$ cat src/rtl/arp_cache_responder_assert.svh
// Assertion macros for the ARP cache responder.
// Used by the top level; expects clk and arst_n in the including scope.
`ifndef ARP_CACHE_RESPONDER_ASSERT_SVH
`define ARP_CACHE_RESPONDER_ASSERT_SVH

// Consequent must hold in the same cycle as the antecedent.
`define ARPC_ASSERT_SAME(label, ante, cons, msg) \
	label: assert property (@(posedge clk) disable iff (!arst_n) (ante) |-> (cons)) \
		else $error(msg);

// Consequent must hold in the cycle after the antecedent.
`define ARPC_ASSERT_NEXT(label, ante, cons, msg) \
	label: assert property (@(posedge clk) disable iff (!arst_n) (ante) |=> (cons)) \
		else $error(msg);

`endif

$ cat src/rtl/arpc_pkg.sv
// Shared types and constants for the ARP cache responder.
// No dependencies; every other file but the assert header imports it.
`default_nettype none

package arpc_pkg;

	localparam int CACHE_ENTRIES = 16;
	localparam int IDX_W = (CACHE_ENTRIES > 1) ? $clog2(CACHE_ENTRIES) : 1;

	localparam int IP_W  = 32;
	localparam int MAC_W = 48;
	localparam int OP_W  = 16;

	// Command queue between front and back; depth must be a power of two.
	localparam int Q_DEPTH = 2;
	localparam int QPTR_W  = $clog2(Q_DEPTH);
	localparam int QCNT_W  = $clog2(Q_DEPTH + 1);

	// Register port.
	localparam int PADDR_W = 4;
	localparam int PDATA_W = 64;
	localparam logic [PADDR_W-1:0] ADDR_OWN_IP  = 4'h0;
	localparam logic [PADDR_W-1:0] ADDR_OWN_MAC = 4'h8;

	localparam logic [IP_W-1:0]  OWN_IP_RESET  = 32'h0F02_000A;
	localparam logic [MAC_W-1:0] OWN_MAC_RESET = '0;

	localparam logic      CMD_LOOKUP = 1'b0;
	localparam logic      CMD_ARP    = 1'b1;
	localparam logic [OP_W-1:0] ARP_OP_REQUEST = 16'd1;

	typedef struct packed {
		logic             command;
		logic [IP_W-1:0]  query_ip;
		logic             frame_too_short;
		logic [OP_W-1:0]  arp_opcode;
		logic [IP_W-1:0]  sender_ip;
		logic [MAC_W-1:0] sender_mac;
		logic [IP_W-1:0]  tgt_ip;
	} req_t;

	typedef struct packed {
		logic             hit;
		logic [MAC_W-1:0] found_mac;
		logic             send_reply;
		logic [MAC_W-1:0] reply_dest_mac;
		logic [IP_W-1:0]  reply_target_ip;
	} rsp_t;

	// Classified command as it travels through the queue.
	typedef struct packed {
		logic             is_lookup;
		logic             learn;
		logic             reply;
		logic [IP_W-1:0]  ip;
		logic [MAC_W-1:0] mac;
	} cmd_t;

	typedef struct packed {
		logic [QCNT_W-1:0] count;
	} q_stat_t;

	typedef struct packed {
		logic busy;
	} back_stat_t;

	// Index of the lowest set bit; zero when no bit is set.
	function automatic logic [IDX_W-1:0] lowest_index(input logic [CACHE_ENTRIES-1:0] v);
		logic [CACHE_ENTRIES-1:0] onehot;
		logic [IDX_W-1:0]         idx;
		onehot = v & (~v + 1'b1);
		idx = '0;
		for (int i = 0; i < CACHE_ENTRIES; i++) begin
			if (onehot[i]) begin
				idx = idx | IDX_W'(i);
			end
		end
		return idx;
	endfunction

endpackage

`default_nettype wire

$ cat src/rtl/arpc_ifs.sv
// Valid/ready channel interfaces for request and result words.
// Depends on arpc_pkg for the payload types.
`default_nettype none

interface arpc_req_if;
	import arpc_pkg::*;
	logic valid;
	logic ready;
	req_t data;
	modport source (output valid, output data, input ready);
	modport sink (input valid, input data, output ready);
endinterface

interface arpc_rsp_if;
	import arpc_pkg::*;
	logic valid;
	logic ready;
	rsp_t data;
	modport source (output valid, output data, input ready);
	modport sink (input valid, input data, output ready);
endinterface

`default_nettype wire

$ cat src/rtl/arp_cache_responder.sv
// Top level of the ARP cache responder.
// Depends on arpc_pkg, arpc_ifs, arpc_front, arpc_cmdq, arpc_back and the assert header.
//
// Usage: request words enter on the req channel and result words leave on the rsp
// channel, both valid/ready; a word moves on a clock edge where valid and ready are
// high. Each request word yields exactly one result word, in order. A lookup word
// (command 0) returns hit and the cached MAC; an ARP word (command 1) learns the
// sender binding and flags a reply when it is a request for own_ip.
// own_ip sits at byte address 0 and own_mac at 8 on the register port; write them
// only while no word is in flight.
// Each word is classified and queued on the edge it is accepted, then taken by the
// back end from the head of the queue, matched against all sixteen entries in its
// match step and written back with its result registered in its write-back step.
// The back end works on one word at a time, taking the next only as it finishes the
// write-back step of the last, so that a lookup always sees the binding learned
// just before it.
// Reset clears the cache valid bits at once and restores own_ip to 0x0F02000A.
// When rsp stalls, the result register holds its word; the back end waits in its
// write-back step and the two-word command queue keeps accepting until full.

`default_nettype none
`include "arp_cache_responder_assert.svh"

module arp_cache_responder (
	input  wire logic                         clk,
	input  wire logic                         arst_n,
	input  wire logic                         psel,
	input  wire logic                         penable,
	input  wire logic                         pwrite,
	input  wire logic [arpc_pkg::PADDR_W-1:0] paddr,
	input  wire logic [arpc_pkg::PDATA_W-1:0] pwdata,
	output      logic [arpc_pkg::PDATA_W-1:0] prdata,
	output      logic                         pready,
	arpc_req_if.sink                          req,
	arpc_rsp_if.source                        rsp
);
	import arpc_pkg::*;

	// Front end to queue.
	logic       push;
	cmd_t       push_cmd;
	q_stat_t    q_stat;

	// Queue to back end.
	logic       pop;
	logic       head_valid;
	cmd_t       head_cmd;
	back_stat_t back_stat;

	// The register port never inserts wait states.
	assign pready = 1'b1;

	arpc_front u_front (
		.clk      (clk),
		.arst_n   (arst_n),
		.psel     (psel),
		.penable  (penable),
		.pwrite   (pwrite),
		.paddr    (paddr),
		.pwdata   (pwdata),
		.prdata   (prdata),
		.req      (req),
		.q_stat   (q_stat),
		.push     (push),
		.push_cmd (push_cmd)
	);

	arpc_cmdq u_cmdq (
		.clk        (clk),
		.arst_n     (arst_n),
		.push       (push),
		.push_cmd   (push_cmd),
		.pop        (pop),
		.head_valid (head_valid),
		.head_cmd   (head_cmd),
		.q_stat     (q_stat)
	);

	arpc_back u_back (
		.clk        (clk),
		.arst_n     (arst_n),
		.head_valid (head_valid),
		.head_cmd   (head_cmd),
		.pop        (pop),
		.rsp        (rsp),
		.back_stat  (back_stat)
	);

	// The front end must never push into a full queue, nor the back end pop an empty one.
	`ARPC_ASSERT_SAME(a_no_overflow, push, q_stat.count != QCNT_W'(Q_DEPTH), "queue overflow")
	`ARPC_ASSERT_SAME(a_no_underflow, pop, q_stat.count != '0, "queue underflow")
	// A popped command keeps the back end busy in the following cycle.
	`ARPC_ASSERT_NEXT(a_pop_busy, pop, back_stat.busy, "back end idle after pop")
	// A new result word only comes out of a busy back end.
	`ARPC_ASSERT_SAME(a_result_source, $rose(rsp.valid), $past(back_stat.busy), "stray result")

endmodule

`default_nettype wire

$ cat src/rtl/arpc_front.sv
// Front end: register port, request acceptance and classification.
// Depends on arpc_pkg and arpc_ifs.
`default_nettype none

module arpc_front (
	input  wire logic                        clk,
	input  wire logic                        arst_n,
	input  wire logic                        psel,
	input  wire logic                        penable,
	input  wire logic                        pwrite,
	input  wire logic [arpc_pkg::PADDR_W-1:0] paddr,
	input  wire logic [arpc_pkg::PDATA_W-1:0] pwdata,
	output      logic [arpc_pkg::PDATA_W-1:0] prdata,
	arpc_req_if.sink                         req,
	input  wire arpc_pkg::q_stat_t           q_stat,
	output      logic                        push,
	output      arpc_pkg::cmd_t              push_cmd
);
	import arpc_pkg::*;

	logic [IP_W-1:0]  own_ip_q;
	logic [MAC_W-1:0] own_mac_q;
	logic             wr_en;
	logic             is_arp;
	logic             usable;

	assign wr_en = psel && penable && pwrite;

	always_ff @(posedge clk or negedge arst_n) begin
		if (!arst_n) begin
			own_ip_q  <= OWN_IP_RESET;
			own_mac_q <= OWN_MAC_RESET;
		end else if (wr_en) begin
			if (paddr == ADDR_OWN_IP) begin
				own_ip_q <= pwdata[IP_W-1:0];
			end else if (paddr == ADDR_OWN_MAC) begin
				own_mac_q <= pwdata[MAC_W-1:0];
			end
		end
	end

	always_comb begin
		prdata = '0;
		if (paddr == ADDR_OWN_IP) begin
			prdata = PDATA_W'(own_ip_q);
		end else if (paddr == ADDR_OWN_MAC) begin
			prdata = PDATA_W'(own_mac_q);
		end
	end

	assign req.ready = (q_stat.count != QCNT_W'(Q_DEPTH));
	assign push      = req.valid && req.ready;

	// A short frame is dropped entirely but still yields an all-zero result.
	assign is_arp = (req.data.command == CMD_ARP);
	assign usable = is_arp && !req.data.frame_too_short;

	always_comb begin
		push_cmd.is_lookup = !is_arp;
		push_cmd.learn     = usable && (req.data.sender_ip != '0);
		push_cmd.reply     = usable && (req.data.arp_opcode == ARP_OP_REQUEST)
			&& (req.data.tgt_ip == own_ip_q);
		push_cmd.ip        = is_arp ? req.data.sender_ip : req.data.query_ip;
		push_cmd.mac       = req.data.sender_mac;
	end

endmodule

`default_nettype wire

$ cat src/rtl/arpc_cmdq.sv
// Small command queue between the front and back ends.
// Depends on arpc_pkg.
`default_nettype none

module arpc_cmdq (
	input  wire logic              clk,
	input  wire logic              arst_n,
	input  wire logic              push,
	input  wire arpc_pkg::cmd_t    push_cmd,
	input  wire logic              pop,
	output      logic              head_valid,
	output      arpc_pkg::cmd_t    head_cmd,
	output      arpc_pkg::q_stat_t q_stat
);
	import arpc_pkg::*;

	cmd_t              mem_q [Q_DEPTH];
	logic [QPTR_W-1:0] wr_ptr_q;
	logic [QPTR_W-1:0] rd_ptr_q;
	logic [QCNT_W-1:0] count_q;

	always_ff @(posedge clk) begin
		if (push) begin
			mem_q[wr_ptr_q] <= push_cmd;
		end
	end

	always_ff @(posedge clk or negedge arst_n) begin
		if (!arst_n) begin
			wr_ptr_q <= '0;
			rd_ptr_q <= '0;
			count_q  <= '0;
		end else begin
			if (push) begin
				wr_ptr_q <= wr_ptr_q + 1'b1;
			end
			if (pop) begin
				rd_ptr_q <= rd_ptr_q + 1'b1;
			end
			if (push && !pop) begin
				count_q <= count_q + 1'b1;
			end else if (pop && !push) begin
				count_q <= count_q - 1'b1;
			end
		end
	end

	assign head_valid   = (count_q != '0);
	assign head_cmd     = mem_q[rd_ptr_q];
	assign q_stat.count = count_q;

endmodule

`default_nettype wire

$ cat src/rtl/arpc_back.sv
// Back end: cache storage, match, learning and the result register.
// Depends on arpc_pkg and arpc_ifs.
`default_nettype none

module arpc_back (
	input  wire logic                 clk,
	input  wire logic                 arst_n,
	input  wire logic                 head_valid,
	input  wire arpc_pkg::cmd_t       head_cmd,
	output      logic                 pop,
	arpc_rsp_if.source                rsp,
	output      arpc_pkg::back_stat_t back_stat
);
	import arpc_pkg::*;

	typedef enum logic [2:0] {
		S_IDLE  = 3'b001,
		S_MATCH = 3'b010,
		S_WRITE = 3'b100
	} state_t;

	state_t                   state_q;
	cmd_t                     cmd_q;
	logic [CACHE_ENTRIES-1:0] entry_valid_q;
	logic [IP_W-1:0]          entry_ip_q  [CACHE_ENTRIES];
	logic [MAC_W-1:0]         entry_mac_q [CACHE_ENTRIES];
	logic                     hit_q;
	logic [IDX_W-1:0]         slot_q;
	logic [MAC_W-1:0]         rd_mac_q;
	logic                     out_valid_q;
	rsp_t                     out_q;

	logic [CACHE_ENTRIES-1:0] match_vec;
	logic                     any_match;
	logic [IDX_W-1:0]         match_idx;
	logic [IDX_W-1:0]         free_idx;
	logic [IDX_W-1:0]         slot;
	logic                     out_free;
	logic                     finish;
	rsp_t                     result;

	always_comb begin
		for (int i = 0; i < CACHE_ENTRIES; i++) begin
			match_vec[i] = entry_valid_q[i] && (entry_ip_q[i] == cmd_q.ip);
		end
	end

	assign any_match = |match_vec;
	assign match_idx = lowest_index(match_vec);
	assign free_idx  = lowest_index(~entry_valid_q);

	// Update in place, else first free slot, else slot zero.
	always_comb begin
		if (any_match) begin
			slot = match_idx;
		end else if (!(&entry_valid_q)) begin
			slot = free_idx;
		end else begin
			slot = '0;
		end
	end

	assign out_free = !out_valid_q || rsp.ready;
	assign finish   = (state_q == S_WRITE) && out_free;
	assign pop      = head_valid && ((state_q == S_IDLE) || finish);

	always_comb begin
		result = '0;
		if (cmd_q.is_lookup) begin
			result.hit       = hit_q;
			result.found_mac = hit_q ? rd_mac_q : '0;
		end else if (cmd_q.reply) begin
			result.send_reply      = 1'b1;
			result.reply_dest_mac  = cmd_q.mac;
			result.reply_target_ip = cmd_q.ip;
		end
	end

	always_ff @(posedge clk or negedge arst_n) begin
		if (!arst_n) begin
			state_q       <= S_IDLE;
			entry_valid_q <= '0;
			out_valid_q   <= 1'b0;
		end else begin
			unique case (state_q)
				S_IDLE: begin
					if (pop) begin
						state_q <= S_MATCH;
					end
				end
				S_MATCH: begin
					state_q <= S_WRITE;
				end
				S_WRITE: begin
					if (finish) begin
						if (cmd_q.learn) begin
							entry_valid_q[slot_q] <= 1'b1;
						end
						state_q <= pop ? S_MATCH : S_IDLE;
					end
				end
				default: begin
					state_q <= S_IDLE;
				end
			endcase
			if (finish) begin
				out_valid_q <= 1'b1;
			end else if (rsp.ready) begin
				out_valid_q <= 1'b0;
			end
		end
	end

	always_ff @(posedge clk) begin
		if (pop) begin
			cmd_q <= head_cmd;
		end
		if (state_q == S_MATCH) begin
			hit_q    <= any_match;
			slot_q   <= slot;
			rd_mac_q <= entry_mac_q[match_idx];
		end
		if (finish && cmd_q.learn) begin
			entry_ip_q[slot_q]  <= cmd_q.ip;
			entry_mac_q[slot_q] <= cmd_q.mac;
		end
		if (finish) begin
			out_q <= result;
		end
	end

	assign rsp.valid      = out_valid_q;
	assign rsp.data       = out_q;
	assign back_stat.busy = (state_q != S_IDLE);

endmodule

`default_nettype wire
$ cat src/flat_wrapper.sv
// flat-port wrapper written by rule: the top's interface ports become plain ports
module arp_cache_responder_flat import arpc_pkg::*;
  (clk, arst_n, psel, penable, pwrite, paddr, pwdata, prdata, pready, req_valid, req_data, req_ready, rsp_valid, rsp_data, rsp_ready);
  arpc_req_if req_i ();
  arpc_rsp_if rsp_i ();
  input  wire logic clk;
  input  wire logic arst_n;
  input  wire logic psel;
  input  wire logic penable;
  input  wire logic pwrite;
  input  wire logic [arpc_pkg::PADDR_W-1:0] paddr;
  input  wire logic [arpc_pkg::PDATA_W-1:0] pwdata;
  output      logic [arpc_pkg::PDATA_W-1:0] prdata;
  output      logic pready;
  input wire logic [$bits(req_i.valid)-1:0] req_valid;
  input wire logic [$bits(req_i.data)-1:0] req_data;
  output wire logic [$bits(req_i.ready)-1:0] req_ready;
  output wire logic [$bits(rsp_i.valid)-1:0] rsp_valid;
  output wire logic [$bits(rsp_i.data)-1:0] rsp_data;
  input wire logic [$bits(rsp_i.ready)-1:0] rsp_ready;
  assign req_i.valid = req_valid;
  assign req_i.data = req_data;
  assign req_ready = req_i.ready;
  assign rsp_valid = rsp_i.valid;
  assign rsp_data = rsp_i.data;
  assign rsp_i.ready = rsp_ready;
  arp_cache_responder u_core (.clk(clk), .arst_n(arst_n), .psel(psel), .penable(penable), .pwrite(pwrite), .paddr(paddr), .pwdata(pwdata), .prdata(prdata), .pready(pready), .req(req_i), .rsp(rsp_i));
endmodule
$ cat config.mk
export PLATFORM = sky130hd
export DESIGN_NAME = arp_cache_responder_flat
export DESIGN_NICKNAME = d
export VERILOG_FILES = /design/src/rtl/arpc_pkg.sv /design/src/rtl/arpc_ifs.sv /design/src/rtl/arp_cache_responder.sv /design/src/rtl/arpc_front.sv /design/src/rtl/arpc_cmdq.sv /design/src/rtl/arpc_back.sv /design/src/flat_wrapper.sv
export VERILOG_INCLUDE_DIRS = /design/src /design/src/rtl
export SDC_FILE = /design/constraint.sdc
export NUM_CORES = 2
export LEC_CHECK = 0
export BUFFER_PORTS_ARGS = -buffer_cell sky130_fd_sc_hd__buf_2
export CAP_MARGIN = 25
export CORE_ASPECT_RATIO = 1.25
export CORE_UTILIZATION = 45
export DETAILED_ROUTE_END_ITERATION = 6
export PLACE_DENSITY = 0.64
export SKIP_CTS_REPAIR_TIMING = 1
export SLEW_MARGIN = 40
export SYNTH_ARGS = -nofsm -noshare
export SYNTH_HDL_FRONTEND = slang
export SYNTH_SLANG_ARGS = --single-unit
$ cat constraint.sdc
create_clock -name clk -period 22.8 [get_ports clk]
set_input_delay 1.14 -clock clk [delete_from_list [all_inputs] [get_ports clk]]
set_output_delay 1.14 -clock clk [all_outputs]
set_load 0.03 [all_outputs]
* Yosys cells after proc, flatten, opt, wreduce, memory -nomap -nowiden *
Memory sizes are Yosys's and may differ from the RTL's. A register that Yosys moved wholly into a read port is not among the register bits.
Index checks and enable logic that the tools add are counted.

word-level totals
  input bits = 237
  output and inout bits = 197
  memories kept = 3
  register bits = 239
  bits in writable memories = 1446
  word-level logic and storage cells = 158

operators by class
  eq/ne operators = 25
  reductions and logical operators = 49
  add/subtract/negate cells = 6
  muxes and demuxes = 50
  magnitude comparators = 2
  bitwise logic cells = 8

memories
  memory                     words  bits a word  rd ports  clocked after memory_dff  wr ports  RTL line         source
  u_core.u_back.entry_mac_q  16     48           1         1                         1         arpc_back.sv:26  logic [MAC_W-1:0] entry_mac_q [CACHE_ENTRIES];
  u_core.u_back.entry_ip_q   16     32           16        0                         1         arpc_back.sv:25  logic [IP_W-1:0] entry_ip_q [CACHE_ENTRIES];
  u_core.u_cmdq.mem_q        2      83           1         1                         1         arpc_cmdq.sv:17  cmd_t mem_q [Q_DEPTH];

operators by type and width
  operator                                                     number
  == test 32 bit                                               17
  2-to-1 mux 48 bit                                            2
  2-to-1 mux 81 bit                                            1
  2-to-1 mux 4 bit                                             18
  NOT 16 bit                                                   3
  adder 16 x 1 -> 16 bit (second input constant)               2
  bitwise AND 16 bit                                           2
  2-to-1 mux 32 bit                                            1
  nonzero test 32 bit                                          1
  2-to-1 mux 3 bit                                             10
  logical AND 1 bit                                            29
  == test 16 x 1 -> 1 bit (second input constant)              1
  bitwise OR 16 bit                                            1
  AND reduction 16 bit                                         1
  OR reduction 16 bit                                          1
  2-to-1 mux 2 bit                                             7
  2-to-1 mux 1 bit                                             9
  one-hot mux 3 bit (3 select lines)                           1
  inequality test 2 bit (second input constant)                3
  AND reduction 2 bit                                          3
  AND reduction 3 bit                                          2
  nonzero test 2 bit                                           3
  logical NOT 1 bit                                            5
  less-than comparator 4 x 5 -> 1 bit (second input constant)  1
  other kinds (13)                                             16

* Longest topological paths before layout *
An unclocked memory read counts as a cell.

  depth after elaboration = 22
  gate-level depth with buffers = 16
  mapped depth without buffers = 11

* Cells and area by module *
From an unflattened synthesis, not the netlist that was laid out.

unflattened totals
  cell total of the unflattened synthesis = 4367
  area total of the unflattened synthesis = 74325.0 um^2

by module, submodules not included
  module               area an instance (um^2)  seq. area each (um^2)  times used  cells an instance
  arpc_back            63103.0                  46926.3                1           3696
  arpc_cmdq            6416.2                   5084.9                 1           273
  arpc_front           4794.6                   2010.7                 1           396
  arp_cache_responder  11.3                     0.0                    1           2

* Worst setup path before layout *
No wires, ideal clock.

  kind = input to register
  start point = input rsp_ready
  end point = register u_core.u_back.entry_valid_q[12]
  path slack = 3.993 ns
  arrival = 18.708 ns
  cell stages on the path = 5
  path through = nand2b_1 nor3b_1 nand4_1 nor3_1 or2_2

on the way
  longest elaborated chain between the ends = 3

RTL lines
  element                         RTL line            source
  start: declaration              flat_wrapper.sv:20  input wire logic [$bits(rsp_i.ready)-1:0] rsp_ready;
  logical OR 1 bit                arpc_back.sv:63     assign out_free = !out_valid_q || rsp.ready;
  logical AND 1 bit               arpc_back.sv:64     assign finish = (state_q == S_WRITE) && out_free;
  via u_core.u_back.finish        arpc_back.sv:39     logic finish;
  AND reduction 3 bit (no line)   -
  end signal: assignment          arpc_back.sv:82     entry_valid_q <= '0;
  end signal: indexed assignment  arpc_back.sv:97     entry_valid_q[slot_q] <= 1'b1;
  end: declaration                arpc_back.sv:24     logic [CACHE_ENTRIES-1:0] entry_valid_q;

The timed path passes the listed nets, and every way through them passes these cells.
A chain may end at the register's enable or synchronous reset.

* Worst setup path after layout *
  start point = register, netlist name u_core.u_back.cmd_q[49]
  end point = register u_core.u_back.rd_mac_q[32] (read register of u_core.u_back.entry_mac_q) (data pin)

on the way
  longest elaborated chain between the ends = 20
  elaborated cells between the ends (all ways) = 50
  classes of those cells = 1 x add/sub; 16 x eq/ne; 15 x mux; 2 x bitwise; 16 x reduce/logical

RTL lines
  element                         RTL line         source
  == test 32 bit                  arpc_back.sv:44  match_vec[i] = entry_valid_q[i] && (entry_ip_q[i] == cmd_q.ip);
  logical AND 1 bit               arpc_back.sv:44
  NOT 16 bit                      arpc_pkg.sv:71   onehot = v & (~v + 1'b1);
  adder 16 x 1 -> 16 bit          arpc_pkg.sv:71
  bitwise AND 16 bit *            arpc_pkg.sv:71
  2-to-1 mux 1 bit                arpc_pkg.sv:74   if (onehot[i]) begin
  2-to-1 mux 2 bit (2 in series)  arpc_pkg.sv:74
  2-to-1 mux 3 bit (4 in series)  arpc_pkg.sv:74
  2-to-1 mux 4 bit (7 in series)  arpc_pkg.sv:74
  2-to-1 mux 4 bit *              arpc_pkg.sv:74
  end: declaration                arpc_back.sv:29  logic [MAC_W-1:0] rd_mac_q;

Every way passes the cells marked *; elsewhere a longest branch is shown, timed or not.

==> out/results.ini <==
[die]
die-area_sq_um=164000
start_util_pct=45.3
fp-row-count=165
die_y_um=453
num_io_pins=434
coreArea_sq_um=161000
die_x_um=363

[global_routing]
antenna_found_initial=9
grt_pass1_vias=39700
grt_start_max_net_pins=82
grt_usage_pct=21.7
grt_overflow=0
grt_first_pass_wirelength_um=260000

[power_and_ir_drop]
p_per_area_nw_per_um2=111
ir_drop_mv=0.104
leakagePower_uw=0.0311

[synthesis]
synth_top_area_share_pct=70.3
yosysSeqAreaShare_pct=73.9
netlist_area_sq_um=73100
synth_simple_gate_area_share_pct=7.04
yosys.area.top_type=edfxtp_1
syn_avg_cell_area_sq_um=16.8
async_reset_ff_share_pct=5.73
synthCells=4352
ys_ff_latch=1816
ys.flop_type=edfxtp_1
synth_top_family_by_area=multiplexers
synth-xor-area-share_pct=6.54
yosysMostFrequentCell=edfxtp_1
yosys.area_share.adder_pct=0.0171
yosys_warnings=0
synth.top_cells.by_area=edfxtp_1 (70%), xor2_1 (5.3%), mux2i_1 (5.3%), dfrtp_1 (3.3%), mux2_2 (3.0%)
synth_common_cells=edfxtp_1 (1712), xor2_1 (440), mux2i_1 (384)
yosysUniqueCellTypes=68
synth_mux_area_share_pct=8.25
synth-compound-area-share_pct=2.21
synth_edf_count=1712

[clock_network]
clock_sinks=1816
cts_root_buf=clkbuf_16
cts_made_buffers=176
clkTransAtPathRegs_ps=60
clock_latency_ps=820
cts_tree=built
ctsHtreeMaxLevel=4
clock_path_buffers=3

[sta]
max_slew.worst_pin.slew_ps=870
setup_violations=0
timing.final.crit_share_pct=28.9
clock_skew_ps=34.4
relSlewSlack_pct=42.0
finalSetupTns_ps=0
clock.fmax_ghz=0.152
slew_viol_final=0
grt_setup_unrepaired=false
fin_crit_ps=6600
hold_violations=0
hold-worst-slack_ps=375

[cells_and_area]
register_area_sq_um=54000
fin_util_pct=51.7
fin_cells=7145
multi_input_area_sq_um=17900
drive_above_1_share_pct=20.1
layout-area-overhead-vs-synth_pct=14.2
fillers=13300
fin_nets=5076
fin_area_sq_um=83500

[drt]
wl_um=179000
vias_per_cell=5.53
detail-route-antenna-nets=0
drt_iter0_markers=3626
wire_per_inst_um=25.1
vias=39500
drc=0
drtPass1Iterations=6

[outcome]
run_status=complete, no violations

[place]
place_area_sq_um=77800
routabilityCongestion=0.880
dp_hpwl_um=98500
place_inst=6830
portBuffers=400

[worst_setup_path]
cp-start-kind=flip-flop
cp.arrival_ps=7140
required_ps=23350
cp_max_fo=80
worstSetupPathType=flip-flop to flip-flop
crit_path_end_kind=flip-flop

[worst_hold_path]
hp-class=input pin to async pin

[flow_run]
drv_cap=0

[worst paths after layout]
check	cells past startpoint	start	slack [ps]	endpoint
max reg2reg	17	u_core.u_back.cmd_q[49]$_DFFE_PP_	16200	u_core.u_back.rd_mac_q[32]$_DFFE_PN_
min reg2reg	1	u_core.u_front.own_mac_q[34]$_DFFE_PN0P_	510	u_core.u_front.own_mac_q[34]$_DFFE_PN0P_
max	17	u_core.u_back.cmd_q[49]$_DFFE_PP_	16200	u_core.u_back.rd_mac_q[32]$_DFFE_PN_
min	1	arst_n	370	u_core.u_front.own_mac_q[1]$_DFFE_PN0P_
max in group asynchronous	2	arst_n	21430	u_core.u_back.state_q[0]$_DFFE_PN1P_
min in group clk	1	u_core.u_front.own_mac_q[34]$_DFFE_PN0P_	510	u_core.u_front.own_mac_q[34]$_DFFE_PN0P_
[layout by cell type, fill, tap and decap left out, types with 14 or more instances in the layout]
master,instances
nand3_1,37
nand4_1,76
xor2_1,440
nor4_1,199
clkbuf_16,181
o22ai_1,149
and2_1,87
buf_2,399
nand4b_1,16
nor2_1,162
mux2_2,194
dfrtp_1,95
a22o_1,34
or4_1,15
nand2_1,102
mux2i_1,384
xnor2_1,106
clkinv_1,32
o21ai_0,14
and3_1,66
clkinv_2,19
conb_1,17
edfxtp_1,1712
nor2_4,14
clkbuf_1,41
buf_6,19
inv_1,14
nor3_1,86
buf_4,73
[state kept, by name, summed over array words and instances (netlist names), 2 cells and up]
register	cells
u_core.u_back.entry_ip_q	512
u_core.u_back.entry_mac_q	768
u_core.u_back.rd_mac_q	48
u_core.u_cmdq.mem_q	166
u_core.u_back.rsp.data	130
u_core.u_back.state_q	3
u_core.u_back.cmd_q	83
u_core.u_cmdq.q_stat	2
u_core.u_front.own_ip_q	32
u_core.u_back.slot_q	4
u_core.u_front.own_mac_q	48
u_core.u_back.entry_valid_q	16
[final cells by class]
cell class                      count  area share, %
Clock inverter                     78          0.962
Sequential cell                  1816           64.7
Clock buffer                      229           5.73
Multi-Input combinational cell   2318           21.4
Tap cell                         2171           3.25
Antenna cell                        7         0.0210
Timing Repair Buffer              511           3.87
Inverter                           15         0.0674
[report_power, final]
| part | switching, uW | internal [uW] |
|---|---|---|
| clock | 1230 | 1620 |
| combinational | 1250 | 498 |
| sequential | 295 | 4330 |
| total | 2780 | 6450 |
[logic make-up after synthesis]
logic type,count (synthesis)
xor gates and xnor gates,546
AOI/OAI and AO/OA,237
and+or+nand+nor,939
adders and majority gates,1
DFF,1816
muxes,578
buffers and inverters,233
other,2
[per-layer routing]
metal,up-vias,global-route usage (%),part of all wire [%]
met5,-,0,0.083
met4,2,7.38,3.0
met3,295,3.42,6.0
met2,1365,36.6,49
met1,20200,28.6,42
li1,17700,-,-
[stage by stage]
stage          total power (uW)  setup slack (ps)
5_1_grt                    9570             15870
6_report                   9230             16200
3_3_place_gp               6410             16440
3_5_place_dp               6460             16320
2_1_floorplan              5730              3990
4_1_cts                    9310             16270
[worst max-delay path: stages (launching register included)]
cell      delay [ps]
edfxtp_1         710
buf_4            560
xor2_1           150
nor4_1           260
nand4_1          140
or4_1            680
nand4_1          300
nor3_1           130
a222oi_1         710
buf_12           330
buf_16           420
buf_12           330
buf_16           360
buf_16           350
mux2i_1          240
o22ai_1          100
nor2_1           170
nand2_1           90
Note: power is estimated with default switching activity, not from simulation.
